`src/rtl/sps_pkg.sv`:
```
`timescale 1ns / 1ps
package sps_pkg;

  localparam int MAX_SEQS    = 4096;
  localparam int MAX_WORKERS = 64;
  localparam int SEQ_AW      = $clog2(MAX_SEQS);
  localparam int CNT_W       = SEQ_AW + 1;
  localparam int SIZE_W      = 32;
  localparam int OFF_W       = 40;
  localparam int TOT_W       = 44;
  localparam int WK_W        = 7;
  localparam int IDX_W       = 6;
  localparam int ROFF_W      = 41;
  localparam int DIV_CW      = $clog2(TOT_W);

  localparam logic REG_WORKER_COUNT = 1'b0;
  localparam logic REG_POLICY       = 1'b1;

  typedef enum logic [3:0] {
    S_IDLE, S_SDIV, S_SDIV_WAIT, S_SRD, S_SEMIT,
    S_BCAP, S_BCAP_WAIT, S_BAVG, S_BAVG_WAIT, S_BRD, S_BCHK, S_BEMIT, S_OUT
  } ctrl_state_t;

  typedef enum logic [3:0] {
    CMD_NONE, CMD_LOAD, CMD_DIV_N, CMD_DIV_CAP, CMD_DIV_AVG,
    CMD_SAVE_QR, CMD_SAVE_CAP, CMD_SAVE_AVG, CMD_READ, CMD_TAKE,
    CMD_EMIT_S, CMD_EMIT_B, CMD_NEXT, CMD_FINISH
  } dp_cmd_t;

  typedef struct packed {
    logic div_busy;
    logic walk_more;
    logic stop;
    logic last_k;
    logic out_take;
  } dp_stat_t;

endpackage

```
`src/rtl/sps_ctrl.sv`:
```
`timescale 1ns / 1ps
module sps_ctrl (
  input  logic              clk,
  input  logic              rst,
  input  logic              in_valid,
  output logic              in_stall,
  input  logic              last_seq,
  input  logic              balanced_policy,
  input  sps_pkg::dp_stat_t stat,
  output sps_pkg::dp_cmd_t  cmd
);
  import sps_pkg::*;

  ctrl_state_t state, state_next;

  always_ff @(posedge clk) begin
    if (rst) begin
      state <= S_IDLE;
    end else begin
      state <= state_next;
    end
  end

  always_comb begin
    state_next = state;
    cmd        = CMD_NONE;
    in_stall   = 1'b1;
    case (state)
      S_IDLE: begin
        in_stall = 1'b0;
        if (in_valid) begin
          cmd = CMD_LOAD;
          if (last_seq) begin
            state_next = balanced_policy ? S_BCAP : S_SDIV;
          end
        end
      end
      S_SDIV: begin
        cmd        = CMD_DIV_N;
        state_next = S_SDIV_WAIT;
      end
      S_SDIV_WAIT: begin
        if (!stat.div_busy) begin
          cmd        = CMD_SAVE_QR;
          state_next = S_SRD;
        end
      end
      S_SRD:   state_next = S_SEMIT;
      S_SEMIT: begin
        cmd        = CMD_EMIT_S;
        state_next = S_OUT;
      end
      S_BCAP: begin
        cmd        = CMD_DIV_CAP;
        state_next = S_BCAP_WAIT;
      end
      S_BCAP_WAIT: begin
        if (!stat.div_busy) begin
          cmd        = CMD_SAVE_CAP;
          state_next = S_BAVG;
        end
      end
      S_BAVG: begin
        cmd        = CMD_DIV_AVG;
        state_next = S_BAVG_WAIT;
      end
      S_BAVG_WAIT: begin
        if (!stat.div_busy) begin
          cmd        = CMD_SAVE_AVG;
          state_next = S_BRD;
        end
      end
      S_BRD:   state_next = stat.walk_more ? S_BCHK : S_BEMIT;
      S_BCHK: begin
        if (stat.stop) begin
          state_next = S_BEMIT;
        end else begin
          cmd        = CMD_TAKE;
          state_next = S_BRD;
        end
      end
      S_BEMIT: begin
        cmd        = CMD_EMIT_B;
        state_next = S_OUT;
      end
      S_OUT: begin
        if (stat.out_take) begin
          if (stat.last_k) begin
            cmd        = CMD_FINISH;
            state_next = S_IDLE;
          end else begin
            cmd        = CMD_NEXT;
            state_next = balanced_policy ? S_BCAP : S_SRD;
          end
        end
      end
      default: state_next = S_IDLE;
    endcase
  end
endmodule

```
`config.mk`:
```
export PLATFORM = sky130hd
export DESIGN_NAME = sps_ctrl
export DESIGN_NICKNAME = d
export VERILOG_FILES = /design/src/rtl/sps_pkg.sv /design/src/rtl/sps_ctrl.sv
export SDC_FILE = /design/constraint.sdc
export NUM_CORES = 1
export LEC_CHECK = 0
export ABC_AREA = 1
export BUFFER_PORTS_ARGS = -buffer_cell sky130_fd_sc_hd__buf_2
export CAP_MARGIN = 20
export CORE_AREA = 2 2 39 41
export CTS_CLUSTER_SIZE = 10
export DETAILED_ROUTE_END_ITERATION = 10
export DIE_AREA = 0 0 41 43
export HOLD_SLACK_MARGIN = 0.02
export PLACE_DENSITY_LB_ADDON = 0.25
export SLEW_MARGIN = 15
export SYNTH_ARGS = -nofsm -noshare
export SYNTH_HDL_FRONTEND = slang
export SYNTH_SLANG_ARGS = --single-unit
```
`constraint.sdc`:
```
create_clock -name clk -period 2.1 [get_ports clk]
set_input_delay 0.21 -clock clk [delete_from_list [all_inputs] [get_ports clk]]
set_output_delay 0.21 -clock clk [all_outputs]
set_load 0.01 [all_outputs]
```
==> out/qor.yml, run 1 <==
largestRegisters: "state x4"
cp.arrival_ps: 1550
worst_pin_slew_ps: 455
dieArea_um2: 1760
io-pin-count: 15
wl_per_cell_um: 10.2
first_pass_iters: 4
hold_viol: 0
synth_area_leader_cell: "dfxtp_1"
ctsHoldBuffers: 0
status: "finished clean"
initial_utilization_pct: 36.1
synth_top_area_share_pct: 16.0
period_minus_slack_ps: 1760
fmax_mhz: 569
crit_path_end_kind: "primary output"
setup_viol: 0
vias: 579
worstSetupPathType: "flop to primary output"
cts_tree: "built"
met3_usage_pct: 3.14
ir_drop_v: 0.000564
cts_resized: 0
synth_area_leaders: "dfxtp_1 16%, nand2_1 15%, nand3_1 10%, nand2_2 7.5%, inv_1 6.8%"
finalClockSkew_ps: 0.416
core_um2: 1380
maxCapViolations: 0
cts_max_level: 1
hpwlAfterDp_um: 992
post_cts_buffers: 0
ys_ff_latch: 4
worst_hold_slack_ps: 196
clkTransAtPathRegs_ps: 30
cts_buffer_depth: 2
cts_made_buffers: 3
synth_cell_types: 23
drt_iter0_markers: 25
syn_to_final_growth_pct: 20.3
clk-insertion-delay-late_ps: 230
grt_pass1_wl_um: 2100
overflow: 0
syn-cell-area_um2: 499
max_slew_margin_pct: 69.7
drc: 0
layout.nets: 113
num_antenna_cells: 0
syn_inst: 85
syn_nets: 95
pre_cts_slack_ps: 568
required_ps: 1890
grt_antenna_before_repair: 0
routabilityCongestion: 0.883
largest-register: "state"
rows: 14
final.setup.worst_slack_ps: 344
busiest_layer: "met1"
startpoint_type: "flop"
finalSetupTns_ps: 0
ys_seq_area_share_pct: 16.0
grt_pass1_vias: 500
via_per_inst: 4.95
met2_usage_pct: 24.4
wl_um: 1200
grt_max_degree: 12
die_y_um: 43
min_period_over_period_pct: 83.6
p_leak_nw: 0.287
rsz0062_at_grt: "no"
grtUsageMet1_pct: 25.2
grt_usage_pct: 17.5
drv_slew: 0
clkSinkCount: 4
yosys_warnings: 0
avgSynthCellArea_um2: 5.87
ant_nets: 0
numPortBuffers: 14
drive_above_1_share_pct: 36.6
cts_root_buf: "clkbuf_4"
critPathMaxFanout: 11
die_w_um: 41
p_per_area_nw_per_um2: 1360
largest_register_ffs: 4
hp-class: "input pin to flop"
## synthesized netlist by cell type (all sizes together)
master	n
inv	13
dfxtp	4
a22oi	1
nand2	26
nand4	2
a21oi	5
nor2	10
nand3b	1
buf	1
o21ai	5
nor3	1
nor3b	1
nand3	12
clkinv	1
o211ai	1
o2111ai	1
## cell usage in the layout, fill, tap and decap left out, drive strengths merged
cell type and n:
a21oi 5, a22oi 1, buf 14, clkbuf 3, clkinv 1, dfxtp 4
inv 13, nand2 26, nand3 12, nand3b 1, nand4 2, nor2 10
nor3 1, nor3b 1, o2111ai 1, o211ai 1, o21ai 5
## stage by stage
stage                     power, mW  area (um^2)  std cells  utilization (%)
after global routing          0.921          601        117             43.4
after detailed placement      0.729          578        114             41.8
after global placement        0.728          578        114             41.8
after CTS                     0.826          601        117             43.4
final                         0.817          601        117             43.4
after floorplan               0.609          499         85                -
## critical path: stages (launching register included)
cell,delay [ps]
dfxtp_1,330
nor2_2,390
nand3_1,220
nor2_1,130
nor2_1,60
nand4_1,60
buf_2,130
## path summary, 6_finish.rpt
path / from / to / slack, ps / cells past startpoint
hold reg to reg: state[2] / state[2] / 610 / 2
hold / removal: rst / state[2] / 200 / 2
setup reg to reg: state[1] / state[2] / 730 / 7
setup / recovery: state[1] / cmd[0] / 340 / 6
## final cells by class
cell class / count / area (um^2)
repair buffers: 14 / 70.1
inverters: 14 / 52.6
well taps: 16 / 20.0
flip-flops and latches: 4 / 80.1
multi-input cells: 66 / 355
fillers: 156 / 783
clock buffers: 3 / 22.5
## report_power, final
part           switching (mW)  internal, mW
registers              0.0485         0.106
clock network          0.0275        0.0637
logic                   0.362         0.209
total                   0.438         0.379
## metal layers
metal,vias to the layer above,routed length (um)
met2,17,566
met3,0,59
met1,250,571
li1,312,-
met5,-,0
met4,0,0
## cell families after synthesis
logic type	share of synthesized area [%]
AO/OA/AOI/OAI	17.0
buffers and inverters	12.8
flip-flops	16.0
AND/OR/NAND/NOR	54.1
Note: power is estimated with default switching activity, not from simulation.
==> run 2, diff against run 1 <==
- ABC_AREA: 1 -> 0
- clock period: 2.1 -> 1.4 ns (I/O delays scaled with it)
==> run 2 against run 1 <==
  * The flow now finishes with violations (negative setup slack)
  * Clock skew rose by 4.0 ps
  * Sequential power rose by 72%
  * Cell area rose by 28%
==> out/qor.yml, run 2 <==
drt_iter0_markers: 8  # -68%
hpwlAfterDp_um: 1110  # +12%
avgSynthCellArea_um2: 6.64  # +13%
synth_common_cells: "8 x a21oi_1, 7 x nor2_1, 7 x o21ai_0"
final.setup.worst_slack_ps: -121  # -465 ps
num_antenna_cells: 0  # unchanged
clkTransAtPathRegs_ps: 40  # about the same
largest_register_ffs: 4  # unchanged
grt_pass1_vias: 567  # +13%
cts_max_level: 1  # unchanged
layout.cells.non_filler: 116  # -0.85%
first_pass_iters: 4  # unchanged
io-pin-count: 15  # unchanged
hold_viol: 0  # unchanged
wl_um: 1570  # +31%
crit_path_end_kind: "primary output"
syn_nets: 84  # -12%
worst_pin_slew_ps: 231  # -224 ps
violations: "negative setup slack"
synth_area_leaders: "dfxtp_1 16%, a21oi_1 8.1%, o21ai_0 7.1%, nor2_1 5.3%, o22ai_1 5.1%"
crit_chain: "buf_6, mux2i_2, o22ai_2, a32oi_1, mux2i_1, buf_2"
ys_dominant_reg_cell: "dfxtp_1"
drv_slew: 0  # unchanged
status: "finished with violations"
cts_buffer_depth: 2  # unchanged
grt_max_degree: 13  # +1
p_leak_nw: 0.326  # +14%
die_y_um: 43  # unchanged
synth_edf_count: 0  # unchanged
ys_ff_latch: 4  # unchanged
clk-insertion-delay-late_ps: 230  # about the same
cp_slowest_cell: "dfxtp_4"
p_total_mw: 1.85  # +130%
cts_root_buf: "clkbuf_4"
setup_viol: 4  # +4
worstSetupPathType: "flop to primary output"
initial_utilization_pct: 35.5  # -0.54 points
cts_tree: "built"
routabilityCongestion: 0.788  # -11%
synth_top_area_share_pct: 16.3  # +0.24 points
dieArea_um2: 1760  # unchanged
rsz0062_at_grt: "yes"
ir_drop_v: 0.00114  # +100%
hp-class: "input pin to flop"
rows: 14  # unchanged
largest-register: "state"
syn_to_final_growth_pct: 56.7
synth_cell_types: 29  # +26%
clkSinkCount: 4  # unchanged
path_delay_family: "flip-flops"
drive_above_1_share_pct: 52.0  # +15 points
cts_made_buffers: 3  # unchanged
layout.nets: 112  # -0.88%
ctsHoldBuffers: 0  # unchanged
grt_antenna_before_repair: 0  # unchanged
maxCapViolations: 0  # unchanged
dp.cells: 109  # -4.4%
numPortBuffers: 14  # unchanged
die_w_um: 41  # unchanged
async_flop_share_pct: 0  # unchanged
critical_path_buf_inv_count: 2  # +1
grt_pass1_wl_um: 2440  # +16%
ys_seq_area_share_pct: 16.3  # +0.24 points
largestRegisters: "state x4"
syn-cell-area_um2: 492  # -1.5%
ant_nets: 0  # unchanged
via_per_inst: 5.48  # +11%
vias: 636  # +9.8%
yosys_warnings: 0  # unchanged
wl_per_cell_um: 13.6  # +33%
p_per_area_nw_per_um2: 2400  # +76%
required_ps: 1260  # -630 ps
finalClockSkew_ps: 4.40  # +3.98 ps
cp.arrival_ps: 1380  # -170 ps
fmax_mhz: 657
max_slew_margin_pct: 84.4  # +15 points
pre_cts_slack_ps: 5.92  # -562 ps
utilization_pct: 55.7  # +12 points
startpoint_type: "flop"
grt_usage_pct: 19.3  # +1.8 points
critPathMaxFanout: 4  # -7
drc: 0  # unchanged
synth_area_leader_cell: "dfxtp_1"
layout_commonest_cell: "buf_2"
min_period_over_period_pct: 109
cpPeakStageDelay_ps: 360  # -30 ps
period_minus_slack_ps: 1520
overflow: 0  # unchanged
core_um2: 1380  # unchanged
syn_inst: 74  # -13%
synth_most_common_cell: "a21oi_1"
final_cell_mix: "13 x buf_2, 8 x buf_6, 8 x buf_4"
## run 2: timing repair
item | CTS | global route
gates cloned | 0 | 0
setup endpoints to repair | 5 | 8
gates resized for setup | 12 | 16
setup buffers | 2 | 2
pin swaps | 3 | 3
## run 2: layer usage
metal	up-vias	track usage [%]	share of wire, %
met4	0	2.00	0
met5	-	0	0
met1	289	28.2	45
met2	16	28.7	50
met3	0	4.71	4.3
li1	331	-	-
## run 2: layout make-up
cell class | count | area (um^2)
Multi-Input combinational cell | 60 | 405
Inverter | 4 | 15.0
Clock buffer | 3 | 22.5
Fill cell | 151 | 613
Sequential cell | 4 | 92.6
Tap cell | 16 | 20.0
Timing Repair Buffer | 29 | 215
## run 2: power breakdown
group / total (mW) / leakage (nW) / internal [mW] / switching [mW]
Sequential: 0.267 / 0.0353 / 0.191 / 0.0765
Clock: 0.141 / 0.0138 / 0.0957 / 0.0448
Combinational: 1.44 / 0.277 / 0.771 / 0.671
Total: 1.85 / 0.326 / 1.06 / 0.792
## run 2: final timing paths
| kind | from | to | slack, ps | cells past startpoint |
|---|---|---|---|---|
| max | state[3] | cmd[0] | -120 | 6 |
| max reg2reg | state[3] | state[1] | -30 | 6 |
| min reg2reg | state[0] | state[2] | 680 | 3 |
| min | rst | state[1] | 120 | 2 |
## run 2: logic make-up after synthesis
logic type	Yosys count	share of synthesized area [%]
AND/OR/NAND/NOR	28	32.1
AO/OA/AOI/OAI	30	37.7
multiplexers	2	4.07
flip-flops	4	16.3
buffers and inverters	10	9.92
## run 2: stage by stage
step	hold slack [ps]	TNS (ps)	cell area, um^2
finish	124	-194	771
global route	123	-554	771
CTS	112	-228	704
detailed placement	359	0	631
global placement	360	-0.548	631
floorplan	202	-26.7	492
==> run 3, diff against run 2 <==
--- a/constraint.sdc
+++ b/constraint.sdc
@@ -3,2 +3,2 @@
 set_output_delay 0.14 -clock clk [all_outputs]
-set_load 0.01 [all_outputs]
+set_load 0.05 [all_outputs]
==> run 3 against run 2 <==
  * The run still ends with negative setup slack left
  * Cell count increased by 5.2%
  * Clock power increased by 6%
  * Via count increased by 6.8%
  * Clock skew decreased by 1.6 ps
  * Critical endpoint unchanged
  * Largest power group unchanged
  * Wire length increased by 13%
  * Combinational power increased by 46%
  * Critical path type unchanged
==> out/qor.yml, run 3 (synthesis gave the netlist of run 2 again) <==
status: "finished with violations"
violations: "negative setup slack"
layout_commonest_cell: "buf_4"
largestRegisters: "state x4"
ant_nets: 0  # unchanged
min_period_over_period_pct: 114  # +5.8 points
grt_pass1_wl_um: 2500  # +2.8%
routabilityCongestion: 0.859  # +9.0%
rows: 14  # unchanged
io-pin-count: 15  # unchanged
numPortBuffers: 14  # unchanged
cts_tree: "built"
num_antenna_cells: 0  # unchanged
crit_path_end_kind: "primary output"
startpoint_type: "flop"
initial_utilization_pct: 35.5  # unchanged
cp.arrival_ps: 1460  # +80 ps
grt_max_degree: 15  # +2
fmax_mhz: 624  # -5.0%
max_slew_margin_pct: 85.5  # +1.1 points
worst_pin_slew_ps: 211  # -19.9 ps
required_ps: 1260  # about the same
p_per_area_nw_per_um2: 2900  # +21%
overflow: 0  # unchanged
rsz0062_at_grt: "yes"
wl_per_cell_um: 14.6  # +7.8%
critPathMaxFanout: 6  # +2
cts_buffer_depth: 2  # unchanged
syn_to_final_growth_pct: 76.8
hold_viol: 0  # unchanged
first_pass_iters: 4  # unchanged
ir_drop_v: 0.00117  # +2.4%
clk-insertion-delay-late_ps: 240  # about the same
setup_viol: 8  # +4
final_cell_mix: "17 x buf_4, 9 x buf_2, 9 x buf_6"
die_y_um: 43  # unchanged
drc: 0  # unchanged
cts_max_level: 1  # unchanged
worst_hold_slack_ps: 118  # -6.10 ps
hpwlAfterDp_um: 1180  # +7.0%
clkTransAtPathRegs_ps: 40  # about the same
maxCapViolations: 0  # unchanged
wl_um: 1780  # +13%
grt_antenna_before_repair: 0  # unchanged
placed_area_um2: 712  # +13%
finalSetupTns_ps: -784  # -590 ps
vias: 679  # +6.8%
final.setup.worst_slack_ps: -202  # -80.8 ps
drt_iter0_markers: 9  # +1
cts_root_buf: "clkbuf_4"
finalClockSkew_ps: 2.79  # -1.61 ps
hp-class: "input pin to flop"
dieArea_um2: 1760  # unchanged
worstSetupPathType: "flop to primary output"
p_total_mw: 2.52  # +36%
layout.nets: 118  # +5.4%
period_minus_slack_ps: 1600  # +80.8 ps
cts_made_buffers: 3  # unchanged
grt_usage_pct: 21.1  # +1.8 points
postLayoutCellArea_um2: 870  # +13%
clkSinkCount: 4  # unchanged
p_leak_nw: 0.366  # +12%
largest-register: "state"
largest_register_ffs: 4  # unchanged
via_per_inst: 5.57  # +1.5%
grt_pass1_vias: 600  # +5.8%
die_w_um: 41  # unchanged
drv_slew: 0  # unchanged
core_um2: 1380  # unchanged
drive_above_1_share_pct: 59.4  # +7.4 points
run 3: worst paths after layout:
kind / slack, ps / cells after the start / to / startpoint
max: -200 / 5 / cmd[0] / state[3]
min: 120 / 2 / state[2] / rst
max reg2reg: -130 / 6 / state[2] / state[3]
min reg2reg: 710 / 3 / state[2] / state[2]
run 3: what timing repair did:
action,4_1_cts,5_1_grt
pin swaps,1,4
endpoints found under the setup margin,7,7
endpoints found under the hold margin,0,0
buffers inserted,0,4
resized for setup,22,14
hold buffers,0,0
run 3: worst max-delay path, stage by stage, from the launching register on:
cell and delay, ps:
dfxtp_4 380, mux2i_1 260, o22ai_2 120, a32oi_2 210, mux2i_4 90, buf_6 160
run 3: power breakdown:
part	leakage (nW)	internal [mW]	switching [mW]
combinational	0.317	0.969	1.13
sequential	0.0353	0.191	0.0802
clock	0.0138	0.0962	0.0529
run 3: through the flow:
step / worst slack [ps] / utilization [%] / instances
after global placement: -119 / 51.4 / 115
after detailed placement: -158 / 51.4 / 115
final: -202 / 62.8 / 122
after global routing: -228 / 62.8 / 122
after CTS: -215 / 57.1 / 118
after floorplan: -136 / - / 74
run 3: layout make-up:
type                       instances  area [um^2]
multi-input combinational         60          445
sequential                         4         92.6
tap                               16         20.0
clock buffer                       3         22.5
inverter                           4         15.0
fill                             121          514
timing repair buffer              35          274
run 3: routing by layer:
layer / up-vias / track usage (%) / wire, um
li1: 345 / - / -
met5: - / 0 / 0
met3: 4 / 5.24 / 40
met2: 11 / 31.3 / 922
met1: 319 / 26.0 / 785
met4: 0 / 12.7 / 36
